==> config.mk <==
export PLATFORM = sky130hd
export DESIGN_NAME = signed_varint_encoder_unit
export DESIGN_NICKNAME = d
export VERILOG_FILES = /design/src/design/svenc_pkg.sv /design/src/design/signed_varint_encoder_unit.sv /design/src/design/svenc_prep.sv /design/src/design/svenc_emit.sv
export SDC_FILE = /design/constraint.sdc
export NUM_CORES = 1
export LEC_CHECK = 0
export ABC_AREA = 1
export BUFFER_PORTS_ARGS = -buffer_cell sky130_fd_sc_hd__buf_2
export CORE_ASPECT_RATIO = 0.75
export CORE_MARGIN = 2
export CORE_UTILIZATION = 45
export CTS_CLUSTER_DIAMETER = 60
export CTS_CLUSTER_SIZE = 20
export DETAILED_ROUTE_END_ITERATION = 8
export GPL_ROUTABILITY_DRIVEN = 1
export HOLD_SLACK_MARGIN = 0.08
export PLACE_DENSITY_LB_ADDON = 0.15
export SLEW_MARGIN = 25
export SYNTH_ARGS = -nofsm -noshare
export SYNTH_HDL_FRONTEND = slang
export SYNTH_HIERARCHICAL = 1
export SYNTH_SLANG_ARGS = --single-unit
==> constraint.sdc <==
create_clock -name clock -period 3.5 [get_ports clock]
set_input_delay 0 -clock clock [delete_from_list [all_inputs] [get_ports clock]]
set_output_delay 0 -clock clock [all_outputs]
set_load 0.05 [all_outputs]
==> src/design/svenc_pkg.sv <==
package svenc_pkg;

   localparam int unsigned MAG_W   = 32;
   localparam int unsigned COUNT_W = 3;
   localparam int unsigned BYTE_W  = 8;

   localparam logic [MAG_W-1:0] LIMIT_1 = 32'h0000_0040;
   localparam logic [MAG_W-1:0] LIMIT_2 = 32'h0000_2000;
   localparam logic [MAG_W-1:0] LIMIT_3 = 32'h0010_0000;
   localparam logic [MAG_W-1:0] LIMIT_4 = 32'h0800_0000;

   localparam logic [COUNT_W-1:0] BYTES_1 = 3'd1;
   localparam logic [COUNT_W-1:0] BYTES_2 = 3'd2;
   localparam logic [COUNT_W-1:0] BYTES_3 = 3'd3;
   localparam logic [COUNT_W-1:0] BYTES_4 = 3'd4;
   localparam logic [COUNT_W-1:0] BYTES_5 = 3'd5;

   localparam logic CONT_FLAG = 1'b1;
   localparam logic STOP_FLAG = 1'b0;

   typedef struct packed {
      logic [MAG_W-1:0]   mag;
      logic               neg;
      logic [COUNT_W-1:0] nbytes;
   } item_type;

endpackage

==> src/design/signed_varint_encoder_unit.sv <==
// Signed varint encoder: one signed 32-bit value in, 1 to 5 bytes out.
// Input channel req_: req_value is taken on a clock edge with req_valid
// high and req_stall low. Output channel rsp_: one byte per transfer,
// most significant 7-bit group first with bit 7 set, then a final byte
// with bit 7 clear, bit 6 the sign and bits 5..0 the low magnitude bits;
// rsp_is_last marks that final byte.
// An item passes the input register, the serializer and the output
// register on its way out. Throughput: one output byte per cycle while
// rsp_stall is low; the next item waits in the input register and the
// serializer takes it while sending the last byte of the item before.
// A byte held by rsp_stall stays in the output register unchanged and
// the serializer pauses; once the input register is also full, req_stall
// rises until the serializer takes that item.
// Reset (synchronous, active high) empties the input register, the
// serializer and the output register; no clearing pass is needed.
module signed_varint_encoder_unit (
   input  logic               clock,
   input  logic               reset,
   input  logic               req_valid,
   output logic               req_stall,
   input  logic signed [31:0] req_value,
   output logic               rsp_valid,
   input  logic               rsp_stall,
   output logic [7:0]         rsp_out_byte,
   output logic               rsp_is_last
);
   import svenc_pkg::*;

   logic     item_valid;
   logic     item_take;
   item_type item;

   svenc_prep u_prep (
      .clock      (clock),
      .reset      (reset),
      .req_valid  (req_valid),
      .req_stall  (req_stall),
      .req_value  (req_value),
      .item_valid (item_valid),
      .item_take  (item_take),
      .item       (item)
   );

   svenc_emit u_emit (
      .clock        (clock),
      .reset        (reset),
      .item_valid   (item_valid),
      .item_take    (item_take),
      .item         (item),
      .rsp_valid    (rsp_valid),
      .rsp_stall    (rsp_stall),
      .rsp_out_byte (rsp_out_byte),
      .rsp_is_last  (rsp_is_last)
   );

endmodule

==> src/design/svenc_prep.sv <==
module svenc_prep (
   input  logic                           clock,
   input  logic                           reset,
   input  logic                           req_valid,
   output logic                           req_stall,
   input  logic signed [31:0]             req_value,
   output logic                           item_valid,
   input  logic                           item_take,
   output svenc_pkg::item_type            item
);
   import svenc_pkg::*;

   logic               valid_ff;
   logic               valid_in;
   logic [MAG_W-1:0]   value_ff;
   logic [MAG_W-1:0]   value_in;
   logic               accept;
   logic [MAG_W-1:0]   mag;
   logic [COUNT_W-1:0] nbytes;

   assign req_stall = valid_ff && !item_take;
   assign accept    = req_valid && !req_stall;

   always_comb begin
      valid_in = valid_ff;
      value_in = value_ff;
      if (accept) begin
         valid_in = 1'b1;
         value_in = req_value;
      end else if (item_take) begin
         valid_in = 1'b0;
      end
   end

   always_ff @(posedge clock) begin
      if (reset) begin
         valid_ff <= 1'b0;
      end else begin
         valid_ff <= valid_in;
      end
      value_ff <= value_in;
   end

   always_comb begin
      mag = value_ff[MAG_W-1] ? (~value_ff + 1'b1) : value_ff;
      priority if (mag < LIMIT_1) begin
         nbytes = BYTES_1;
      end else if (mag < LIMIT_2) begin
         nbytes = BYTES_2;
      end else if (mag < LIMIT_3) begin
         nbytes = BYTES_3;
      end else if (mag < LIMIT_4) begin
         nbytes = BYTES_4;
      end else begin
         nbytes = BYTES_5;
      end
   end

   assign item_valid  = valid_ff;
   assign item.mag    = mag;
   assign item.neg    = value_ff[MAG_W-1];
   assign item.nbytes = nbytes;

`ifndef SYNTH
   a_accept_loads: assert property (@(posedge clock) disable iff (reset)
      accept |=> valid_ff)
      else $error("accepted transfer not held in input register");
   a_hold_untaken: assert property (@(posedge clock) disable iff (reset)
      valid_ff && !item_take |=> valid_ff && $stable(value_ff))
      else $error("untaken item lost or changed");
   a_len_range: assert property (@(posedge clock) disable iff (reset)
      valid_ff |-> (nbytes >= BYTES_1) && (nbytes <= BYTES_5))
      else $error("byte count out of range");
`endif
endmodule

==> src/design/svenc_emit.sv <==
module svenc_emit (
   input  logic                  clock,
   input  logic                  reset,
   input  logic                  item_valid,
   output logic                  item_take,
   input  svenc_pkg::item_type   item,
   output logic                  rsp_valid,
   input  logic                  rsp_stall,
   output logic [7:0]            rsp_out_byte,
   output logic                  rsp_is_last
);
   import svenc_pkg::*;

   logic               busy_ff;
   logic               busy_in;
   logic [COUNT_W-1:0] left_ff;
   logic [COUNT_W-1:0] left_in;
   logic [MAG_W-1:0]   mag_ff;
   logic [MAG_W-1:0]   mag_in;
   logic               neg_ff;
   logic               neg_in;
   logic               rsp_valid_ff;
   logic               rsp_valid_in;
   logic [BYTE_W-1:0]  rsp_byte_ff;
   logic [BYTE_W-1:0]  rsp_byte_in;
   logic               rsp_last_ff;
   logic               rsp_last_in;
   logic               out_free;
   logic               emit_go;
   logic               on_last;
   logic [BYTE_W-1:0]  next_byte;

   assign out_free  = !rsp_valid_ff || !rsp_stall;
   assign emit_go   = busy_ff && out_free;
   assign on_last   = (left_ff == BYTES_1);
   assign item_take = item_valid && (!busy_ff || (emit_go && on_last));

   always_comb begin
      unique case (left_ff)
         BYTES_5: next_byte = {CONT_FLAG, 2'b00, mag_ff[31:27]};
         BYTES_4: next_byte = {CONT_FLAG, mag_ff[26:20]};
         BYTES_3: next_byte = {CONT_FLAG, mag_ff[19:13]};
         BYTES_2: next_byte = {CONT_FLAG, mag_ff[12:6]};
         BYTES_1: next_byte = {STOP_FLAG, neg_ff, mag_ff[5:0]};
         default: next_byte = {STOP_FLAG, neg_ff, mag_ff[5:0]};
      endcase
   end

   always_comb begin
      busy_in = busy_ff;
      left_in = left_ff;
      mag_in  = mag_ff;
      neg_in  = neg_ff;
      if (item_take) begin
         busy_in = 1'b1;
         left_in = item.nbytes;
         mag_in  = item.mag;
         neg_in  = item.neg;
      end else if (emit_go) begin
         left_in = left_ff - 1'b1;
         if (on_last) begin
            busy_in = 1'b0;
         end
      end
   end

   always_comb begin
      rsp_valid_in = rsp_valid_ff;
      rsp_byte_in  = rsp_byte_ff;
      rsp_last_in  = rsp_last_ff;
      if (emit_go) begin
         rsp_valid_in = 1'b1;
         rsp_byte_in  = next_byte;
         rsp_last_in  = on_last;
      end else if (out_free) begin
         rsp_valid_in = 1'b0;
      end
   end

   always_ff @(posedge clock) begin
      if (reset) begin
         busy_ff      <= 1'b0;
         left_ff      <= '0;
         rsp_valid_ff <= 1'b0;
      end else begin
         busy_ff      <= busy_in;
         left_ff      <= left_in;
         rsp_valid_ff <= rsp_valid_in;
      end
      mag_ff      <= mag_in;
      neg_ff      <= neg_in;
      rsp_byte_ff <= rsp_byte_in;
      rsp_last_ff <= rsp_last_in;
   end

   assign rsp_valid    = rsp_valid_ff;
   assign rsp_out_byte = rsp_byte_ff;
   assign rsp_is_last  = rsp_last_ff;

`ifndef SYNTH
   a_busy_left: assert property (@(posedge clock) disable iff (reset)
      busy_ff |-> (left_ff >= BYTES_1) && (left_ff <= BYTES_5))
      else $error("byte counter out of range while busy");
   a_last_flag: assert property (@(posedge clock) disable iff (reset)
      emit_go && on_last |=> rsp_valid_ff && rsp_last_ff && !rsp_byte_ff[7])
      else $error("final byte not marked last");
   a_cont_flag: assert property (@(posedge clock) disable iff (reset)
      emit_go && !on_last |=> rsp_valid_ff && !rsp_last_ff && rsp_byte_ff[7])
      else $error("group byte lacks continuation bit");
   a_take_busy: assert property (@(posedge clock) disable iff (reset)
      item_take |=> busy_ff)
      else $error("taken item not started");
`endif
endmodule

Yosys cells after proc, flatten, opt, wreduce, memory -nomap -nowiden
Cells that the tools add are included.
- flip-flop bits (word level): 80
- input port bits: 36
- output and inout port bits: 11
- logic and storage cells: 53
- add/subtract/negate cells: 2
- $lt $le $gt $ge: 4
- eq/ne operators: 5
- multiplexer cells: 15
- bitwise logic cells: 1
- reduce and logical (&&, ||, !) cells: 17
- operators with widths (cell ; number):
    adder 32 x 1 -> 32 bit, second input constant ; 1
    less-than comparator 32 x 14 -> 1 bit, second input constant ; 1
    less-than comparator 32 x 21 -> 1 bit, second input constant ; 1
    less-than comparator 32 x 28 -> 1 bit, second input constant ; 1
    less-than comparator 32 x 7 -> 1 bit, second input constant ; 1
    two-way mux 32 bit ; 1
    inverter 32 bit ; 1
    case mux 8 bit (4 select lines) ; 1
    two-way mux 3 bit ; 5
    two-way mux 1 bit ; 8
    nonzero test 2 bit ; 4
    == test 3 x 2 -> 1 bit, second input constant ; 2
    == test 3 bit, second input constant ; 2
    logical AND 1 bit ; 5
    logical NOT 1 bit ; 5
    == test 3 x 1 -> 1 bit, second input constant ; 1
    subtractor 3 x 1 -> 3 bit, second input constant ; 1
    logical OR 1 bit ; 2
    AND reduction 2 bit ; 1

Depth between registers and ports, before layout
Gate-level depths: netlist of the first run.
- depth in word-level cells: 11
- mapped depth: 20

Modules after synthesis
Netlist of the first run, hierarchy kept.
- by module, submodules not included (module ; instances ; cells each ; area an instance (µm²) ; seq. area each (µm²)):
    svenc_prep ; 1 ; 304 ; 2382.3 ; 980.9
    svenc_emit ; 1 ; 150 ; 1929.4 ; 1361.3

Worst setup path after synthesis of the first run
Ideal clock, no wire load.
- path type: reg-to-reg
- start point: register u_emit.left_ff[1]
- end point: register u_prep.value_ff[0], enable pin
- arrival: 3.447 ns
- data required time: 3.079 ns
- path slack: -0.368 ns
- stages on the path, launching flop included: 11
- cell sequence: dfxtp_1 -> inv_1 -> ha_1 -> nand3_4 -> nand2_4 -> nand2_2 -> inv_1 -> inv_1 -> nand2_1 -> inv_1 -> nor2_1
- longest elaborated chain between the ends: 8
- ends and longest elaborated chain (what ; RTL line ; RTL):
    start: declaration ; svenc_emit.sv:16 ; logic [COUNT_W-1:0] left_ff;
    start signal: assignment ; svenc_emit.sv:87 ; left_ff <= left_in;
    == test 3 x 1 -> 1 bit ; svenc_emit.sv:35 ; assign on_last = (left_ff == BYTES_1);
    logical AND 1 bit ; svenc_emit.sv:36 ; assign item_take = item_valid && (!busy_ff || (emit_go && on_last));
    logical OR 1 bit ; svenc_emit.sv:36 ;
    logical AND 1 bit ; svenc_emit.sv:36 ;
    net item_take ; signed_varint_encoder_unit.sv:30 ; logic item_take;
    logical NOT 1 bit ; svenc_prep.sv:21 ; assign req_stall = valid_ff && !item_take;
    logical AND 1 bit ; svenc_prep.sv:21 ;
    net req_stall ; signed_varint_encoder_unit.sv:20 ; output logic req_stall,
    logical NOT 1 bit ; svenc_prep.sv:22 ; assign accept = req_valid && !req_stall;
    logical AND 1 bit ; svenc_prep.sv:22 ;
    net u_prep.accept ; svenc_prep.sv:17 ; logic accept;
    end signal: assignment ; svenc_prep.sv:41 ; value_ff <= value_in;
    end: declaration ; svenc_prep.sv:15 ; logic [MAG_W-1:0] value_ff;
The timed path passes the listed nets, and every way through them passes these cells.
A chain may end at the register's enable or synchronous reset.

==> impl_metrics.ini, run 1 <==
[status]
status = finished, final reports clean

[yosys]
synthAdderAreaFrac = 0.0174
yosysUniqueCellTypes = 35
synth-xor-area-share = 0.0325
syn_nets = 496
synth_ff_type = edfxtp_1
synth_top_area_share = 0.515
synth_most_common_cell = nand2_1
synth.avg_cell_area_sq_um = 9.50
synth-seq-area-share = 0.543
synth_area_leaders = edfxtp_1, nand2_1, nand3_1
synth_top_area_cell = edfxtp_1
synth_edf_count = 74
synth_async_sr_flop_share = 0
synth_top_family_by_area = simple AND/OR/NAND/NOR gates
yosys-top-cells-count = nand2_1, edfxtp_1, nor2_1
synth.cell_area_sq_um = 4310
synthCells = 454
synth_simple_gate_area_share = 0.310
synthMuxAreaShare = 0
yosys_warnings = 6
ys_seq_elements = 80
synth_compound_area_frac = 0.0313

[drt]
drc = 0
dr.pass1.iters = 5
first_iter_violations = 256
drtAntennaViolNets = 0
routedWlPerCell_um = 14.1
wl_mm = 9.45
vias_per_cell = 4.88
vias = 3277

[global_routing]
antenna_found_initial = 0
grt_pass1_wl_mm = 15.3
grtUsageTotal = 0.201
grt_max_degree = 35
grt_pass1_vias = 3118
grt_overflow = 0

[clock_tree]
clock_sinks = 80
post_cts_buffers = 0
insertion_delay_ns = 0.34
cts_buffers = 9
cts_tree = yes
h-tree-depth = 3
clock-root-buffer = clkbuf_16
cts_buffer_depth = 2
clk_pin_slew_worst_paths_ns = 0.06

[finish]
fin_area_sq_um = 5310
antenna_cells = 0
synthToLayoutAreaGrowth_pct = 23.2
drive_gt1_frac = 0.224
fin_nets = 581
final_cells = 672
fillers = 804

[placement]
place_hpwl_mm = 6.80
dp_cells = 621
pre_cts_slack_ns = 1.22
gp_congestion = 0.851
place_area_sq_um = 4660
portBuffers = 46

[power]
p_seq_frac = 0.471
internal_power_mw = 1.86
power_density_nw_per_um2 = 480
p_sw_mw = 0.687
totalPowerFinal_mw = 2.55
leakage_nw = 2.24
swShare = 0.270
clockPowerShare = 0.366
combPwrFrac = 0.163
peakVddDrop_mv = 0.474

[critical_path]
start_kind = flip-flop
startpoint = u_prep/value_ff[16]$_DFFE_PP_
worstReg2RegStart = u_prep/value_ff[16]$_DFFE_PP_
crit_type = flip-flop to flip-flop
endpoint_kind = flip-flop
worstPathArrival_ns = 2.53
cp.required_ns = 3.73
path_max_fanout = 4

[timing]
fin_crit_ns = 2.29
fmax_mhz = 436
fin_setup_tns_ns = 0
slew_viol_final = 0
grt_setup_unrepaired = false
fin_crit_sh = 0.655
clock_skew_ns = 0.00596
slew_headroom = 0.571
final-hold-violation-count = 0
final.setup.worst_slack_ns = 1.21
worstMarginPinSlew_ns = 0.642
setup_viol = 0

[die]
core_area_sq_um = 9200
ios = 47
die_h_um = 88.8
die-area_sq_um = 10400
fp.dieW_um = 117
rows = 30
initial_core_util = 0.469

[flow_run]
cap_violations = 0

[hold_path]
holdCritPathClass = input pin to flip-flop
hold_start = rsp_stall
[flip-flops by register name, summed over array words and instances (netlist names)]
register,cells
u_emit/neg_ff,1
u_prep/value_ff,32
u_emit/rsp_valid,1
u_emit/left_ff,3
u_emit/rsp_out_byte,8
u_emit/mag_ff,32
u_emit/rsp_is_last,1
u_prep/item_valid,1
u_emit/busy_ff,1
[metal layers]
layer | share of wire | GRT usage | up-vias
met5 | 0 | 0 | -
met2 | 0.46 | 0.318 | 102
met4 | 0.015 | 0.0610 | 0
met3 | 0.054 | 0.0500 | 12
li1 | - | - | 1667
met1 | 0.47 | 0.276 | 1496
[area by class of cell]
cell class	instances	area, sq um	area share
clock buffers	11	243	0.0457
clock inverters	5	56.3	0.0106
inverters	56	218	0.0410
multi-input cells	308	1690	0.318
flip-flops and latches	80	2340	0.441
well taps	128	160	0.0302
repair buffers	84	603	0.114
[power by group through the flow]
stage	clock network, mW	logic [mW]	registers (mW)
floorplan	0	0.258	1.24
global placement	0	0.377	1.22
detailed placement	0	0.382	1.22
CTS	0.948	0.414	1.20
global route	0.997	0.463	1.21
finish	0.933	0.416	1.20
[kinds of logic (layout without fill, tap and decap cells)]
kind of cell / after synthesis / in the layout
simple gates: 264 / 264
flops: 80 / 80
buf+inv: 66 / 156
compound gates: 22 / 22
xor+xnor: 16 / 16
fa+ha+maj: 6 / 6
[cell usage in the layout (no fill, tap or decap), types with 3 or more instances in the layout]
master	n
dfxtp_1	6
inv_1	49
nor2_1	52
inv_2	5
nand3b_1	3
nor2_2	12
xor2_1	10
nand4_1	15
nand2_2	20
o21ai_0	9
xnor2_1	6
ha_1	6
buf_2	46
nand3_1	47
edfxtp_1	74
clkbuf_16	9
nand3_4	3
nor3_1	4
a21oi_1	6
nand2_1	92
nand3_2	4
buf_4	3
nand2_4	4
dlygate4sd3_1	35
[worst paths after layout]
| kind | slack [ns] | to | cells past startpoint |
|---|---|---|---|
| worst max register to register | 1.21 | u_emit/left_ff[0]$_SDFFE_PP0P_ | 16 |
| worst min-delay path | 0.18 | u_emit/busy_ff$_SDFFE_PP0P_ | 5 |
| worst min register to register | 0.45 | u_emit/mag_ff[0]$_DFFE_PP_ | 0 |
| worst max-delay path | 1.21 | u_emit/left_ff[0]$_SDFFE_PP0P_ | 16 |
[critical path: stages, from the launching register on]
cell	delay, ns
edfxtp_1	0.47
nor2_2	0.22
nand3_1	0.15
o21ai_1	0.32
nand3_1	0.13
nand2_1	0.09
nand2_2	0.06
nor2_1	0.12
nand2_1	0.10
inv_1	0.09
nand3_1	0.09
nand2_1	0.06
nand2_1	0.04
nand3_1	0.07
nand3_1	0.08
nand2_1	0.06
inv_1	0.04
[per-stage QoR]
stage,utilization,hold slack (ns)
floorplan,-,0.0691
global placement,0.507,0.176
detailed placement,0.507,0.178
CTS,0.577,0.168
global route,0.577,0.215
finish,0.577,0.178
[what timing repair did]
| item | CTS | global route |
|---|---|---|
| hold buffers | 35 | 0 |
| gates resized for setup | 0 | 0 |
| endpoints found under the hold margin | 38 | 0 |
No activity file was read; power rests on OpenSTA's default activity.
==> inputs of run 2 (changes only) <==
==> constraint.sdc (replaced) <==
create_clock -name clock -period 2 [get_ports clock]
set_input_delay 0 -clock clock [delete_from_list [all_inputs] [get_ports clock]]
set_output_delay 0 -clock clock [all_outputs]
set_load 0.05 [all_outputs]
==> run 2 against run 1 <==
The run now ends with setup timing left; sequential share of layout area is 4.7 points lower; utilization is 7.0 points higher; cell area is 12% higher; count of clock-buffer cells in the layout is 2 lower; worst hold slack worse by 0.017 ns; cell count is 10% higher; critical path depth is 3 lower; via count is 7.6% higher; sequential cell count stayed put; maximum frequency is 5.0% higher; global-route usage is 1.4 points higher.
==> impl_metrics.ini, run 2 (same netlist as run 1, synthesis figures left out) <==
[status]
status = finished, violations left
violations = setup timing

[die]
rows = 30
ios = 47
die-area_sq_um = 10400
fp.dieW_um = 117
initial_core_util = 0.469
core_area_sq_um = 9200
die_h_um = 88.8

[finish]
fillers = 738
postLayoutCoreUtil = 0.648
final_cell_mix = nand2_1, edfxtp_1, buf_4, buf_2, nand3_1
fin_nets = 648
antenna_cells = 0
synthToLayoutAreaGrowth_pct = 38.2
drive_gt1_frac = 0.367
fin_area_sq_um = 5960
final_common_cell = nand2_1
multi_input_area_sq_um = 1830
regArea_sq_um = 2350

[global_routing]
grt_overflow = 0
grtUsageTotal = 0.215
grt_pass1_vias = 3470
grt_max_degree = 34
grt_pass1_wl_mm = 16.5
antenna_found_initial = 0

[placement]
portBuffers = 46
gp_congestion = 0.883
pre_cts_slack_ns = -0.213
place_hpwl_mm = 7.18
place_area_sq_um = 5150

[drt]
drc = 0
dr.pass1.iters = 6
first_iter_violations = 233
routedWlPerCell_um = 13.6
vias = 3525
drtAntennaViolNets = 0
vias_per_cell = 4.77
wl_mm = 10.1

[timing]
worstMarginPinSlew_ns = 0.398
clock_skew_ns = 0.00743
fin_crit_sh = 1.09
fin_crit_ns = 2.18
final-hold-violation-count = 0
slew_viol_final = 0
grt_setup_unrepaired = true
fmax_mhz = 458
setup_viol = 3
fin_setup_tns_ns = -0.453
final.setup.worst_slack_ns = -0.184
slew_headroom = 0.734

[critical_path]
cp.required_ns = 2.23
slowest_delay_ns = 0.46
path_max_fanout = 5
start_kind = flip-flop
timing.critical_path.mode_cell = nor2_1
crit_chain = nor2_2 -> nand2_4 -> nor2_8 -> nor2_1 -> xor2_1 -> or2_1 -> nor3_1 -> and2_1 -> a21oi_2 -> nand3_1 -> nand2_1 -> nor2_1 -> nor2_1
r2r_setup_slack_ns = -0.18
worstPathArrival_ns = 2.42
slowest_stage = edfxtp_1
crit_type = flip-flop to flip-flop
endpoint_kind = flip-flop

[power]
peakVddDrop_mv = 0.618
leakage_nw = 2.57
totalPowerFinal_mw = 4.53
power_density_nw_per_um2 = 761

[clock_tree]
clock_sinks = 80
insertion_delay_ns = 0.34
clock-root-buffer = clkbuf_16
h-tree-depth = 3
clk_pin_slew_worst_paths_ns = 0.06
cts_tree = yes
cts_buffer_depth = 2
cts_buffers = 9

[hold_path]
holdCritPathClass = input pin to flip-flop

[flow_run]
cap_violations = 0
[run 2: repair_timing]
item	CTS	global route
hold endpoints to repair	37	0
hold buffers	35	0
cloned	1	0
buffers inserted	2	7
endpoints found under the setup margin	3	3
gates resized for setup	12	19
pin swaps	5	8
[run 2: layer usage]
metal  vias up  GRT usage  routed length, um
met3        23     0.0479                394
met2        91      0.344               4600
met1      1607      0.284               4850
met4         0     0.0909                236
met5         -          0                  0
li1       1804          -                  -
[run 2: power by group]
part,switching [mW],internal [mW]
registers,0.0791,2.01
logic,0.545,0.387
clock network,0.678,0.840
[run 2: path summary, 6_finish.rpt]
kind	start	end	depth (start not counted)
setup / recovery	u_prep/value_ff[2]$_DFFE_PP_	u_emit/left_ff[1]$_SDFFE_PP0P_	13
hold / removal	rsp_stall	u_emit/busy_ff$_SDFFE_PP0P_	5
setup reg to reg	u_prep/value_ff[2]$_DFFE_PP_	u_emit/left_ff[1]$_SDFFE_PP0P_	13
hold reg to reg	u_prep/value_ff[0]$_DFFE_PP_	u_emit/mag_ff[0]$_DFFE_PP_	0
[run 2: stage by stage]
stage / instances / hold WS [ns]
floorplan: 454 / 0.0617
global placement: 678 / 0.176
detailed placement: 678 / 0.178
CTS: 732 / 0.149
global route: 739 / 0.212
finish: 739 / 0.162
[run 2: layout make-up]
class                      instances  share of cell area
sequential                        80               0.394
multi-input combinational        309               0.307
timing repair buffer             150               0.189
clock buffer                       9              0.0378
inverter                          56              0.0378
tap                              128              0.0269
clock inverter                     7             0.00756
[run 2: critical path: cells and delay by family, from the launching register on]
kind,cells,cell delay [ns]
AND/OR/NAND/NOR,11,1.38
flip-flops,1,0.46
XOR/XNOR,1,0.19
AO/OA/AOI/OAI,1,0.05
==> inputs of run 3 (changes only) <==
--- a/config.mk
+++ b/config.mk
@@ -9,12 +9,13 @@
 export BUFFER_PORTS_ARGS = -buffer_cell sky130_fd_sc_hd__buf_2
 export CORE_ASPECT_RATIO = 0.75
 export CORE_MARGIN = 2
-export CORE_UTILIZATION = 45
+export CORE_UTILIZATION = 50
 export CTS_CLUSTER_DIAMETER = 60
 export CTS_CLUSTER_SIZE = 20
 export DETAILED_ROUTE_END_ITERATION = 8
 export GPL_ROUTABILITY_DRIVEN = 1
 export HOLD_SLACK_MARGIN = 0.08
+export MAX_ROUTING_LAYER = met4
 export PLACE_DENSITY_LB_ADDON = 0.15
 export SLEW_MARGIN = 25
 export SYNTH_ARGS = -nofsm -noshare
==> run 3 against run 2 <==
The run still ends with setup timing left; global-route usage grew 3.8 points; combinational power grew 4.3%; non-clock buffer count grew 12; worst hold slack gained 0.0093 ns; largest power group unchanged; worst setup slack lost 0.082 ns; via count grew 3.0%; sequential share of layout area shrank 1.1 points; critical endpoint is now u_emit/left_ff[0]$_SDFFE_PP0P_; sequential cell count is the same; die area shrank 9.6%.
==> impl_metrics.ini, run 3 (same netlist as run 1, synthesis figures left out) <==
[status]
status = finished, violations left
violations = setup timing

[power]
leakage_nw = 2.67
peakVddDrop_mv = 0.536
power_density_nw_per_um2 = 791
totalPowerFinal_mw = 4.85

[global_routing]
grt_max_degree = 34
grt_pass1_wl_mm = 17.7
grt_overflow = 0
antenna_found_initial = 0
grtUsageTotal = 0.252
grt_pass1_vias = 3571

[finish]
final_cell_mix = nand2_1, buf_4, edfxtp_1, buf_2, nand3_1
drive_gt1_frac = 0.390
final_common_cell = nand2_1
synthToLayoutAreaGrowth_pct = 42.3
fin_nets = 660
antenna_cells = 0

[drt]
routedWlPerCell_um = 15.5
vias_per_cell = 4.97
vias = 3632
wl_mm = 11.3
drc = 0
first_iter_violations = 234
dr.pass1.iters = 5
drtAntennaViolNets = 0

[critical_path]
crit_type = flip-flop to flip-flop
ff2ff_path_depth = 17
setup.worst_path.end = u_emit/left_ff[0]$_SDFFE_PP0P_
worstPathArrival_ns = 2.54
path_max_fanout = 5
r2r_setup_slack_ns = -0.27
endpoint_kind = flip-flop
start_kind = flip-flop
worstReg2RegStart = u_prep/value_ff[1]$_DFFE_PP_
cp.required_ns = 2.28
r2r_end = u_emit/left_ff[0]$_SDFFE_PP0P_
startpoint = u_prep/value_ff[1]$_DFFE_PP_

[hold_path]
holdCritPathClass = input pin to flip-flop
hold_start = rsp_stall

[timing]
worstMarginPinSlew_ns = 0.415
fin_setup_tns_ns = -0.702
final-hold-violation-count = 0
slew_headroom = 0.723
final.setup.worst_slack_ns = -0.266
setup_viol = 4
fin_crit_sh = 1.13
slew_viol_final = 0
fmax_mhz = 441
grt_setup_unrepaired = true
clock_skew_ns = 0.0127
fin_crit_ns = 2.27

[clock_tree]
clock-root-buffer = clkbuf_16
cts_buffers = 9
cts_buffer_depth = 2
clock_sinks = 80
cts_tree = yes
insertion_delay_ns = 0.34
h-tree-depth = 3
clk_pin_slew_worst_paths_ns = 0.07

[die]
core_area_sq_um = 8420
die-area_sq_um = 9390
initial_core_util = 0.512
ios = 47
rows = 29
fp.dieW_um = 111
die_h_um = 84.4

[placement]
portBuffers = 46
place_hpwl_mm = 7.58
gp_congestion = 0.931
pre_cts_slack_ns = -0.252

[flow_run]
cap_violations = 0
==> run 3: cell types whose count changed in the layout (fill, tap and decap cells not counted), sizes merged <==
cell / change
buf: +12
clkinv: -3
bufinv: +2
clkbuf: +2
inv: -2
clkinvlp: +1
==> run 3: worst min-delay path by stage <==
stage                     slack, ns  cells after the start                             to
after floorplan                0.06                      1  u_emit/rsp_valid$_SDFFE_PP0P_
after global placement         0.18                      1  u_prep/value_ff[27]$_DFFE_PP_
after detailed placement       0.18                      1  u_prep/value_ff[29]$_DFFE_PP_
after CTS                      0.16                      5    u_emit/busy_ff$_SDFFE_PP0P_
after global routing           0.21                      5    u_emit/busy_ff$_SDFFE_PP0P_
final                          0.17                      5    u_emit/busy_ff$_SDFFE_PP0P_
==> run 3: critical path, cell delays in order (launching register included) <==
cell and delay (ns):
edfxtp_1 0.47, nor2_2 0.19, nand2_4 0.10, nor2_8 0.18, inv_2 0.06, nor2_4 0.12, nand2_2 0.07, nand3b_1 0.10
nand2_2 0.10, nor2_2 0.13, nand2_1 0.08, nor3_2 0.17, nand3_1 0.10, nand2_1 0.09, nand3_2 0.07, nand3_2 0.07
nand2_1 0.04, inv_1 0.04
==> run 3: metrics by stage <==
step	area (sq um)	utilization	hold slack, ns	cells
floorplan	4350	-	0.0617	454
global placement	5180	0.615	0.176	665
finish	6140	0.729	0.171	731
detailed placement	5180	0.615	0.178	665
global route	6140	0.729	0.206	731
CTS	5970	0.709	0.163	721
==> run 3: layout make-up <==
cell class	instances	area, sq um
well taps	108	135
inverters	56	225
clock buffers	11	243
clock inverters	5	81.3
fillers	617	2280
repair buffers	162	1210
multi-input cells	309	1890
flip-flops and latches	80	2350
==> run 3: what timing repair did <==
item / CTS / global route
pin swaps: 5 / 27
gates cloned: 1 / 0
endpoints found under the hold margin: 38 / 0
resized for setup: 18 / 26
setup endpoints to repair: 3 / 4
setup buffers: 4 / 10
hold buffers: 35 / 0
==> run 3: report_power, final <==
| group | internal [mW] | total [mW] | leakage, nW | switching (mW) |
|---|---|---|---|---|
| Sequential | 2.01 | 2.10 | 0.754 | 0.0930 |
| Clock | 1.13 | 1.78 | 0.156 | 0.655 |
| Combinational | 0.404 | 0.972 | 1.76 | 0.568 |
| Total | 3.54 | 4.85 | 2.67 | 1.32 |
==> run 3: routing by layer <==
metal / part of all wire / global-route usage / routed length (um)
met1: 0.45 / 0.331 / 5070
met2: 0.49 / 0.410 / 5580
met3: 0.043 / 0.0433 / 482
met4: 0.016 / 0.0707 / 180
met5: 0 / - / 0
